==> config.mk <==
export PLATFORM = sky130hd
export DESIGN_NAME = prime_arithmetic_search_top
export DESIGN_NICKNAME = d
export VERILOG_FILES = /design/src/sv/pas_pkg.sv /design/src/sv/pas_prime_test.sv /design/src/sv/prime_arithmetic_search_top.sv
export SDC_FILE = /design/constraint.sdc
export NUM_CORES = 1
export LEC_CHECK = 0
export ABC_AREA = 1
export BUFFER_PORTS_ARGS = -buffer_cell sky130_fd_sc_hd__buf_2
export CAP_MARGIN = 20
export CORE_MARGIN = 5
export CORE_UTILIZATION = 57
export CTS_CLUSTER_DIAMETER = 60
export DETAILED_ROUTE_END_ITERATION = 8
export GPL_TIMING_DRIVEN = 0
export PLACE_DENSITY_LB_ADDON = 0.15
export SLEW_MARGIN = 10
export SYNTH_ARGS = -nofsm -noshare
export SYNTH_HDL_FRONTEND = slang
export SYNTH_SLANG_ARGS = --single-unit
==> constraint.sdc <==
create_clock -name clk -period 4 [get_ports clk]
set_input_delay 0.6 -clock clk [delete_from_list [all_inputs] [get_ports clk]]
set_output_delay 0.6 -clock clk [all_outputs]
set_load 0.01 [all_outputs]
==> src/sv/pas_pkg.sv <==
`default_nettype none

package pas_pkg;

  // Default operand width; results are two bits wider.
  localparam int unsigned PAS_OPERAND_WIDTH = 16;

  // Every search starts at the smallest prime.
  localparam int unsigned SMALLEST_PRIME = 2;

  // Command codes.
  localparam logic [1:0] CMD_SUM   = 2'd0;
  localparam logic [1:0] CMD_DIFF  = 2'd1;
  localparam logic [1:0] CMD_COUNT = 2'd2;

  // Status that the prime tester returns to the sequencer.
  typedef struct packed {
    logic done;
    logic is_prime;
  } pas_status_t;

endpackage

`default_nettype wire

==> src/sv/pas_prime_test.sv <==
`default_nettype none

module pas_prime_test import pas_pkg::*; #(
  parameter int unsigned ResultWidth = PAS_OPERAND_WIDTH + 2
) (
  input  wire logic                   clk,
  input  wire logic                   rst,
  input  wire logic                   start,
  input  wire logic [ResultWidth-1:0] value,
  output pas_status_t                 status
);

  // Divisor width holds one past the square root of the largest value.
  localparam int unsigned DW = (ResultWidth + 1) / 2 + 1;
  localparam int unsigned SW = 2 * DW;
  localparam int unsigned IW = $clog2(ResultWidth);

  typedef enum logic [1:0] {
    T_IDLE,
    T_CHECK,
    T_DIV,
    T_TEST
  } test_state_t;

  test_state_t       state;
  logic [DW-1:0]     divisor;
  logic [SW-1:0]     square;
  logic [DW-1:0]     remainder;
  logic [IW-1:0]     bit_idx;

  logic [DW:0]       rem_shift;
  logic [DW:0]       rem_sub;
  logic              rem_ge;
  logic [SW-1:0]     square_next;

  // Shared restoring-division step: one quotient bit per cycle.
  always_comb begin
    rem_shift   = {remainder, value[bit_idx]};
    rem_sub     = rem_shift - {1'b0, divisor};
    rem_ge      = rem_shift >= {1'b0, divisor};
    square_next = square + SW'({divisor, 1'b1});
  end

  // Sequencer over divisors 2, 3, 4, ... while divisor squared fits the value.
  always_ff @(posedge clk) begin
    if (rst) begin
      state           <= T_IDLE;
      status.done     <= 1'b0;
      status.is_prime <= 1'b0;
    end else begin
      case (state)
        T_IDLE: begin
          if (start) begin
            divisor <= DW'(SMALLEST_PRIME);
            square  <= SW'(SMALLEST_PRIME * SMALLEST_PRIME);
            if (value < ResultWidth'(SMALLEST_PRIME)) begin
              status.done     <= 1'b1;
              status.is_prime <= 1'b0;
            end else begin
              status.done <= 1'b0;
              state       <= T_CHECK;
            end
          end else begin
            status.done <= 1'b0;
          end
        end
        T_CHECK: begin
          if (square > SW'(value)) begin
            status.done     <= 1'b1;
            status.is_prime <= 1'b1;
            state           <= T_IDLE;
          end else begin
            status.done <= 1'b0;
            remainder   <= '0;
            bit_idx     <= IW'(ResultWidth - 1);
            state       <= T_DIV;
          end
        end
        T_DIV: begin
          status.done <= 1'b0;
          remainder   <= rem_ge ? rem_sub[DW-1:0] : rem_shift[DW-1:0];
          bit_idx     <= bit_idx - 1'b1;
          if (bit_idx == '0) begin
            state <= T_TEST;
          end
        end
        T_TEST: begin
          if (remainder == '0) begin
            status.done     <= 1'b1;
            status.is_prime <= 1'b0;
            state           <= T_IDLE;
          end else begin
            status.done <= 1'b0;
            divisor     <= divisor + 1'b1;
            square      <= square_next;
            state       <= T_CHECK;
          end
        end
        default: begin
          status.done <= 1'b0;
          state       <= T_IDLE;
        end
      endcase
    end
  end

  // The partial remainder always stays below the divisor.
  a_rem_below_div: assert property (@(posedge clk) disable iff (rst)
    (state == T_TEST) |-> (remainder < divisor))
    else $error("remainder not below divisor");

  // The square register tracks the divisor exactly.
  a_square_tracks: assert property (@(posedge clk) disable iff (rst)
    (state == T_CHECK) |-> (square == SW'(divisor) * SW'(divisor)))
    else $error("square out of step with divisor");

  // Done is a single-cycle pulse.
  a_done_pulse: assert property (@(posedge clk) disable iff (rst)
    status.done |=> !status.done)
    else $error("done held for more than one cycle");

endmodule

`default_nettype wire

==> src/sv/prime_arithmetic_search_top.sv <==
// Search: one word takes several trial-division searches; each candidate value c is divided
// by every divisor from 2 up to sqrt(c) until one divides it evenly.
// Throughput: one word at a time; the single shared divide step in pas_prime_test sets it.
// A finished result waits in the output register while the next word is taken.
// Reset (rst, synchronous) returns the sequencers to idle and drops out_valid.
`default_nettype none

module prime_arithmetic_search_top import pas_pkg::*; #(
  parameter int unsigned OPERAND_WIDTH = PAS_OPERAND_WIDTH
) (
  input  wire logic                       clk,
  input  wire logic                       rst,
  input  wire logic                       in_valid,
  output logic                            in_stall,
  input  wire logic [1:0]                 command,
  input  wire logic [OPERAND_WIDTH-1:0]   operand_a,
  input  wire logic [OPERAND_WIDTH-1:0]   operand_b,
  output logic                            out_valid,
  input  wire logic                       out_stall,
  output logic [OPERAND_WIDTH+1:0]        result_prime
);

  localparam int unsigned W  = OPERAND_WIDTH;
  localparam int unsigned RW = OPERAND_WIDTH + 2;
  localparam logic [RW-1:0] ResultMax = {RW{1'b1}};

  typedef enum logic [1:0] {
    S_IDLE,
    S_LAUNCH,
    S_WAIT,
    S_DONE
  } seq_state_t;

  typedef enum logic [1:0] {
    PH_A,
    PH_B,
    PH_FINAL
  } phase_t;

  seq_state_t   state;
  phase_t       phase;
  logic [1:0]   cmd;
  logic [W-1:0] opb;
  logic [RW-1:0] cand;
  logic [RW-1:0] pa;
  logic [RW-1:0] result;
  logic [W-1:0] seen;
  logic [W-1:0] target;

  pas_status_t   test_status;
  logic          found;
  logic [RW-1:0] value_found;
  logic [RW-1:0] pair_sum;
  logic [RW-1:0] pair_diff;

  // Searches never start below the smallest prime.
  function automatic logic [RW-1:0] at_least_two(input logic [RW-1:0] x);
    return (x < RW'(SMALLEST_PRIME)) ? RW'(SMALLEST_PRIME) : x;
  endfunction

  pas_prime_test #(
    .ResultWidth(RW)
  ) u_test (
    .clk   (clk),
    .rst   (rst),
    .start (state == S_LAUNCH),
    .value (cand),
    .status(test_status)
  );

  // Outcome of the candidate just tested.
  always_comb begin
    found       = test_status.is_prime && (seen == target);
    value_found = found ? cand : ResultMax;
    pair_sum    = pa + value_found;
    pair_diff   = (pa >= value_found) ? (pa - value_found) : (value_found - pa);
  end

  assign in_stall = (state != S_IDLE);

  // Command sequencer: next prime of a, then of b (sum and difference only), then the final search.
  always_ff @(posedge clk) begin
    if (rst) begin
      state     <= S_IDLE;
      phase     <= PH_A;
      out_valid <= 1'b0;
    end else begin
      // A taken word is dropped unless a new one replaces it in the same cycle.
      if (out_valid && !out_stall && state != S_DONE) begin
        out_valid <= 1'b0;
      end
      case (state)
        S_IDLE: begin
          if (in_valid) begin
            cmd    <= command;
            opb    <= operand_b;
            seen   <= '0;
            target <= '0;
            phase  <= PH_A;
            cand   <= at_least_two(RW'(operand_a));
            if (command inside {CMD_SUM, CMD_DIFF, CMD_COUNT}) begin
              state <= S_LAUNCH;
            end else begin
              result <= '0;
              state  <= S_DONE;
            end
          end
        end
        S_LAUNCH: begin
          state <= S_WAIT;
        end
        S_WAIT: begin
          if (test_status.done) begin
            if (found || cand == ResultMax) begin
              seen <= '0;
              case (phase)
                PH_A: begin
                  pa <= value_found;
                  if (cmd == CMD_COUNT) begin
                    phase  <= PH_FINAL;
                    cand   <= value_found;
                    target <= opb;
                  end else begin
                    phase  <= PH_B;
                    cand   <= at_least_two(RW'(opb));
                    target <= '0;
                  end
                  state <= S_LAUNCH;
                end
                PH_B: begin
                  phase  <= PH_FINAL;
                  target <= '0;
                  cand   <= at_least_two((cmd == CMD_SUM) ? pair_sum : pair_diff);
                  state  <= S_LAUNCH;
                end
                default: begin
                  result <= value_found;
                  state  <= S_DONE;
                end
              endcase
            end else begin
              if (test_status.is_prime) begin
                seen <= seen + 1'b1;
              end
              cand  <= cand + 1'b1;
              state <= S_LAUNCH;
            end
          end
        end
        S_DONE: begin
          if (!out_valid || !out_stall) begin
            result_prime <= result;
            out_valid    <= 1'b1;
            state        <= S_IDLE;
          end
        end
        default: begin
          state <= S_IDLE;
        end
      endcase
    end
  end

  // The tester reports only while the sequencer waits on it.
  a_done_in_wait: assert property (@(posedge clk) disable iff (rst)
    test_status.done |-> (state == S_WAIT))
    else $error("tester done outside wait state");

  // The prime count never runs past its target.
  a_seen_bounded: assert property (@(posedge clk) disable iff (rst)
    (state != S_IDLE) |-> (seen <= target))
    else $error("prime count past target");

  // A search candidate is never below the smallest prime.
  a_cand_floor: assert property (@(posedge clk) disable iff (rst)
    (state == S_WAIT) |-> (cand >= RW'(SMALLEST_PRIME)))
    else $error("candidate below smallest prime");

  // A delivered word is zero only for an unused command, never one.
  a_result_range: assert property (@(posedge clk) disable iff (rst)
    out_valid |-> (result_prime != RW'(1)))
    else $error("result of one delivered");

endmodule

`default_nettype wire
Yosys cells after proc, flatten, opt, wreduce, memory -nomap -nowiden
Index checks and enable logic that the tools add are counted.
{"block": "word_totals", "reg_bits": 176, "inputBits": 38, "out_inout_bits": 20, "elab_cells": 173}
{"block": "classes", "addsub": 9, "magnitude_cmp": 8, "n_eq_ne": 30, "muxes": 73, "n_bitwise": 1, "reduce_logical": 34}
{"op": "$mux 18", "n": 13}
{"op": "$mux 16", "n": 9}
{"op": "$pmux 18 s2", "n": 3}
{"op": "$pmux 16 s2", "n": 3}
{"op": "$mux 10", "n": 4}
{"op": "$mux 20", "n": 2}
{"op": "$pmux 10 s2", "n": 2}
{"op": "$pmux 20 s2", "n": 1}
{"op": "$lt 18x2->1 const B", "n": 2}
{"op": "$sub 18x18->18", "n": 2}
{"op": "$lt 16x2->1 const B", "n": 2}
{"op": "$mux 2", "n": 14}
{"op": "$reduce_and 5->1", "n": 5}
{"op": "$add 20x11->20", "n": 1}
{"op": "$gt 20x18->1", "n": 1}
{"op": "$add 18x1->18 const B", "n": 1}
{"op": "$add 18x18->18", "n": 1}
{"op": "$eq 18x18->1 const B", "n": 1}
{"op": "$ge 18x18->1", "n": 1}
{"op": "$ne 2x2->1 const B", "n": 9}
{"op": "$add 16x1->16 const B", "n": 1}
{"op": "$eq 16x16->1", "n": 1}
{"op": "$pmux 2 s4", "n": 2}
{"op": "$reduce_and 3->1", "n": 5}
{"op": "31 further kinds", "n": 69}

Logic depth before layout (Yosys ltp)
{"block": "logic_depth", "word_depth": 12, "depth_mapped": 34, "ltp_nobuf": 33}

Cells and area by module
Synthesis repeated with hierarchy kept, for this count alone.
{"block": "unflattened", "hier_cells": 1939, "hier_area_um2": 14196.1}
{"mod": "prime_arithmetic_search_top", "instances": 1, "cells_per_inst": 1366, "area_each_um2": 9967.1, "seq_area_each_um2": 3763.6}
{"mod": "pas_prime_test", "instances": 1, "cells_per_inst": 573, "area_each_um2": 4229.1, "seq_area_each_um2": 1431.4}

Least setup slack after synthesis
OpenSTA, ideal clock, no wires.
{"block": "synth_path", "path_type": "reg2reg", "startpoint": "register seen[13]", "endpoint": "register cand[0], data pin", "setup_time_ns": 0.252, "arrival_ns": 3.541, "required_time_ns": 3.748, "path_slack_ns": 0.207, "path_stages_with_launch": 33, "n_path_buf": 3, "synth_period_minus_slack_ns": 3.793, "cell_sequence": "edfxtp_1 > inv_1 > nor2_1 > nor3_1 > nand4_1 > nor4_1 > nand3_1 > clkbuf_1 > nor2_1 > inv_1 > ha_1 > buf_6 > nand2_4 > nand2_2 > nand2_1 > nand2_1 > nand2_1 > nand2_1 > nor2_4 > nand2_4 > buf_8 > nand2_1 > nand3_1 > nand2_1 > nand2_1 > nor2_1 > nand2_1 > nor2_1 > nand3_1 > nand2_1 > nand2_1 > nand2_1 > nand2_1"}
{"block": "synth_between", "elab_chain_cells": 12, "word_cells_on_any_way": 17, "cone_classes": "add/sub (3); order compare (2); eq/ne (1); mux (9); reduce/logical (2)"}
{"item": "start: declaration", "line": "prime_arithmetic_search_top.sv:47", "source": "logic [W-1:0] seen;"}
{"item": "start signal: assignment", "line": "prime_arithmetic_search_top.sv:143", "source": "seen <= seen + 1'b1;"}
{"item": "$eq 16x16->1 *", "line": "prime_arithmetic_search_top.sv:73", "source": "found = test_status.is_prime && (seen == target);"}
{"item": "$logic_and 1x1->1 *", "line": "prime_arithmetic_search_top.sv:73"}
{"item": "$mux 18 *", "line": "prime_arithmetic_search_top.sv:74", "source": "value_found = found ? cand : ResultMax;"}
{"item": "via value_found[11]", "line": "prime_arithmetic_search_top.sv:52", "source": "logic [RW-1:0] value_found;"}
{"item": "$sub 18x18->18 or $ge 18x18->1 (tied branches)", "line": "prime_arithmetic_search_top.sv:76", "source": "pair_diff = (pa >= value_found) ? (pa - value_found) : (value_found - pa);"}
{"item": "$mux 18", "line": "prime_arithmetic_search_top.sv:76"}
{"item": "$mux 18 *", "line": "prime_arithmetic_search_top.sv:133", "source": "cand <= at_least_two((cmd == CMD_SUM) ? pair_sum : pair_diff);"}
{"item": "$lt 18x2->1", "line": "prime_arithmetic_search_top.sv:58", "source": "return (x < RW'(SMALLEST_PRIME)) ? RW'(SMALLEST_PRIME) : x;"}
{"item": "$mux 18 *", "line": "prime_arithmetic_search_top.sv:58"}
{"item": "$pmux 18 s2 *", "line": "prime_arithmetic_search_top.sv:116", "source": "case (phase)"}
{"item": "$mux 18 *", "line": "prime_arithmetic_search_top.sv:114", "source": "if (found || cand == ResultMax) begin"}
{"item": "$mux 18 *", "line": "prime_arithmetic_search_top.sv:113", "source": "if (test_status.done) begin"}
{"item": "$pmux 18 s2 *", "line": "prime_arithmetic_search_top.sv:92", "source": "case (state)"}
{"item": "end signal: assignment", "line": "prime_arithmetic_search_top.sv:100", "source": "cand <= at_least_two(RW'(operand_a));"}
{"item": "end signal: assignment", "line": "prime_arithmetic_search_top.sv:121", "source": "cand <= value_found;"}
{"item": "end signal: assignment", "line": "prime_arithmetic_search_top.sv:125", "source": "cand <= at_least_two(RW'(opb));"}
{"item": "end: declaration", "line": "prime_arithmetic_search_top.sv:44", "source": "logic [RW-1:0] cand;"}
The timed path passes the listed nets; every way through them passes the cells marked *. The select of a mux whose other input is x is not followed.
A chain may end at the register's enable or synchronous reset.

Worst setup path after layout
{"block": "layout_path", "startpoint": "register seen[0]", "endpoint": "register cand[0], data pin"}
Same word-level chain as after synthesis.

==> summary.md <==
- status: finished, violations left
- failing checks: negative setup slack
- FP Rows: 56
- final-report max-slew violation count: 0
- basic-gate share of the synthesized area counting and, or, nand and nor cells: 27.9%
- worst hold path startpoint: operand_b[10]
- Worst Skew: 0.0158 ns
- Avg Synthesized Cell Area: 7.56 um^2
- final hold violations: 0
- Vias per Instance: 5.75
- Slew HR: 45.5%
- max-cap violation count: 0
- ys async rst share: 0%
- post-route minimum period: 4.34 ns
- Tightest Pin Transition: 0.814 ns
- unrepaired setup endpoints after global routing: true
- routed wire length: 43000 um
- Cell Pwr Density: 330 nW/um^2
- TritonCTS clock tree: done
- number of flops mapped to enable cells by yosys: 167
- critical path startpoint category: register
- commonest register cell after synthesis: edfxtp_1
- Horiz. Die Dim: 165 um
- detailed placement HPWL: 31500 um
- maximum number of buffers from clock root to sink: 2
- wire length of the first global-routing pass: 65400 um
- core box area: 23600 um^2
- worst slack at placement: -1.34 ns
- Setup violations, final: 15
- layout cells sized above 1: 24.1%
- commonest cells after routing, fill and taps aside: 358 x nand2_1, 247 x inv_1, 167 x edfxtp_1
- biggest cell delay along the critical path: 0.40 ns
- placer's final routability congestion estimate: 0.994
- arithmetic-cell share of the synthesized area counting full adders, half adders and majority gates: 9.85%
- period utilization: 108%
- Yosys Warn Count: 0
- number of distinct standard cells referenced by the synthesized netlist: 54
- clock network latency to the later pin of the worst-skew pair: 0.44 ns
- number of routed nets with antenna violations: 0
- Worst Hold Margin: 0.334 ns
- number of antenna violations at the first check in global routing: 0
- overall global routing resource usage: 30.9%
- # DRC: 0
- reported leakage power: 7.67 nW
- area growth from synthesis to layout: 23.9%
- count of antenna diodes in the layout: 0
- Synthesized Nets: 1959
- WS Path Type: register to register
- Initial DRC Count: 1446
- summed instance area of the synthesized netlist: 13700 um^2
- number of synthesized register bits: 176
- worst ir drop on vdd: 0.000298 V
- data required time of the worst path: 4.20 ns
- Synth Area in Compound Gates: 11.8%
- proportion of synthesized area in mux cells: 0%
- clock transition at the registers of the reported paths: 0.09 ns
- area enclosed by the die boundary: 27300 um^2
- CTS Sinks: 176
- main combinational cell family by area after synthesis: simple AND/OR/NAND/NOR gates
- IO Count: 58
- path type of the worst min-delay path: input port to register
- first element of the critical path: seen[0]
- most common library cell in the layout ignoring fill and taps: nand2_1
- XOR/XNOR share of the synthesized area: 2.74%
- category of the worst setup path capture point: register
- Routed wire per std cell: 18.6 um
- buffer type at the clock tree root: clkbuf_16
- Final nets: 2125
- clock buffer count from CTS: 17
- routed via count: 13300
- maximum number of pins on one net before global-route repair: 31
- Initial Util: 58.1%
- Reg-to-Reg Start: seen[0]
- 1st-pass router iterations: 6
- CP max FO: 6
- post-layout worst setup margin: -0.335 ns
- sequential cell area fraction in the yosys report: 37.9%
- die boundary height: 165 um
- timing-limited maximum frequency: 0.231 GHz
- total gr overflow: 0
- total of buffers placed on input and output ports: 57
- synthesized instance count: 1816
- number of H-tree branching levels: 4
- library cell contributing the largest single delay on the critical path: edfxtp_1
- vias in the first global route: 12300
- CP arrival: 4.53 ns
[synth_stat cells, types with 4 or more instances]
cell	count	area [um^2]
nand2_4	6	67.6
o21ai_0	83	415
nor2_2	5	31.3
a31oi_1	7	43.8
edfxtp_1	167	5010
o21ai_1	7	35.0
o21a_1	7	52.6
nand3_2	5	50.1
inv_2	14	52.6
fa_1	5	100
nand2_1	433	1630
o21bai_1	10	75.1
nor3_2	4	40.0
nor3_1	32	160
buf_2	10	50.1
dfxtp_1	9	180
clkbuf_1	24	90.1
ha_1	100	1250
nor4_1	24	150
or2_2	7	43.8
buf_4	9	67.6
nor3b_1	5	37.5
nand4_1	25	156
nand3b_1	5	37.5
o22ai_1	9	56.3
nand3_1	101	505
xor2_1	40	350
a21oi_1	116	581
a21oi_2	4	35.0
o211ai_1	13	97.6
nor2_1	199	747
a211oi_1	7	52.6
nand2_2	10	62.6
inv_1	274	1030
o2111ai_1	8	70.1
[worst paths after layout]
check | slack, ns | endpoint | cells past startpoint
max | -0.34 | cand[0] | 35
min | 0.33 | opb[10] | 1
max reg2reg | -0.34 | cand[0] | 35
min reg2reg | 0.42 | result_prime[10] | 0
[final cells by class]
| cell class | count | area (um^2) |
|---|---|---|
| Multi-Input combinational cell | 1302 | 8240 |
| Fill cell | 1916 | 6620 |
| Sequential cell | 176 | 5190 |
| Inverter | 291 | 1130 |
| Timing Repair Buffer | 152 | 1110 |
| Clock buffer | 17 | 425 |
| Tap cell | 319 | 399 |
| Buffer | 42 | 304 |
| Clock inverter | 15 | 194 |
[per-layer routing]
metal | global-route usage, % | vias up | part of all wire [%]
met5 | 0 | - | 0
met4 | 8.77 | 0 | 2.4
met3 | 4.99 | 85 | 8.0
met2 | 48.6 | 559 | 45
met1 | 44.4 | 6307 | 44
li1 | - | 6356 | -
[stage by stage]
stage | total power [mW] | cell area [um^2] | instances | TNS, ns | utilization, %
final | 5.61 | 17000 | 2314 | -1.66 | 72.0
after global placement | 3.70 | 14400 | 2192 | -38.29 | 61.0
after CTS | 5.54 | 16100 | 2276 | -3.02 | 68.3
after global routing | 5.88 | 17000 | 2314 | -4.82 | 72.0
after detailed placement | 3.75 | 14500 | 2197 | -17.20 | 61.3
after floorplan | 3.37 | 13700 | 1816 | 0 | -
[kinds of logic (layout without fill, tap and decap cells)]
| kind of cell | after synthesis | in the layout |
|---|---|---|
| AOI/OAI and AO/OA | 282 | 282 |
| xor gates and xnor gates | 43 | 43 |
| adders and majority gates | 105 | 105 |
| buffers and inverters | 338 | 517 |
| DFF | 176 | 176 |
| and+or+nand+nor | 872 | 872 |
[flip-flops by register name, indices dropped and copies added (netlist names), named ones only]
name and cells:
state 2, opb 16, u_test.bit_idx 5, u_test.square 20
u_test.state 1, pa 18, cmd 2, target 16
result_prime 18, seen 16, u_test.status 2, u_test.remainder 10
cand 18, phase 2, result 18, u_test.divisor 10
out_valid 1
[report_power, final]
| group | internal (mW) | total [mW] | switching [mW] |
|---|---|---|---|
| clock network | 0.907 | 1.77 | 0.867 |
| registers | 2.28 | 2.46 | 0.186 |
| logic | 0.482 | 1.37 | 0.890 |
| total | 3.67 | 5.61 | 1.94 |
[critical path, delay by kind of cell (launching register included)]
| kind | cells | cell delay (ns) |
|---|---|---|
| flops | 1 | 0.40 |
| buf+inv | 9 | 1.02 |
| fa+ha+maj | 1 | 0.23 |
| simple gates | 25 | 2.42 |
[what timing repair did]
action,CTS,global route
cloned,3,1
resized for setup,163,154
hold endpoints to repair,0,0
buffers inserted,44,43
pin swaps,44,72
endpoints found under the setup margin,18,27
hold buffers,0,0
Note: power is estimated with default switching activity, not from simulation.
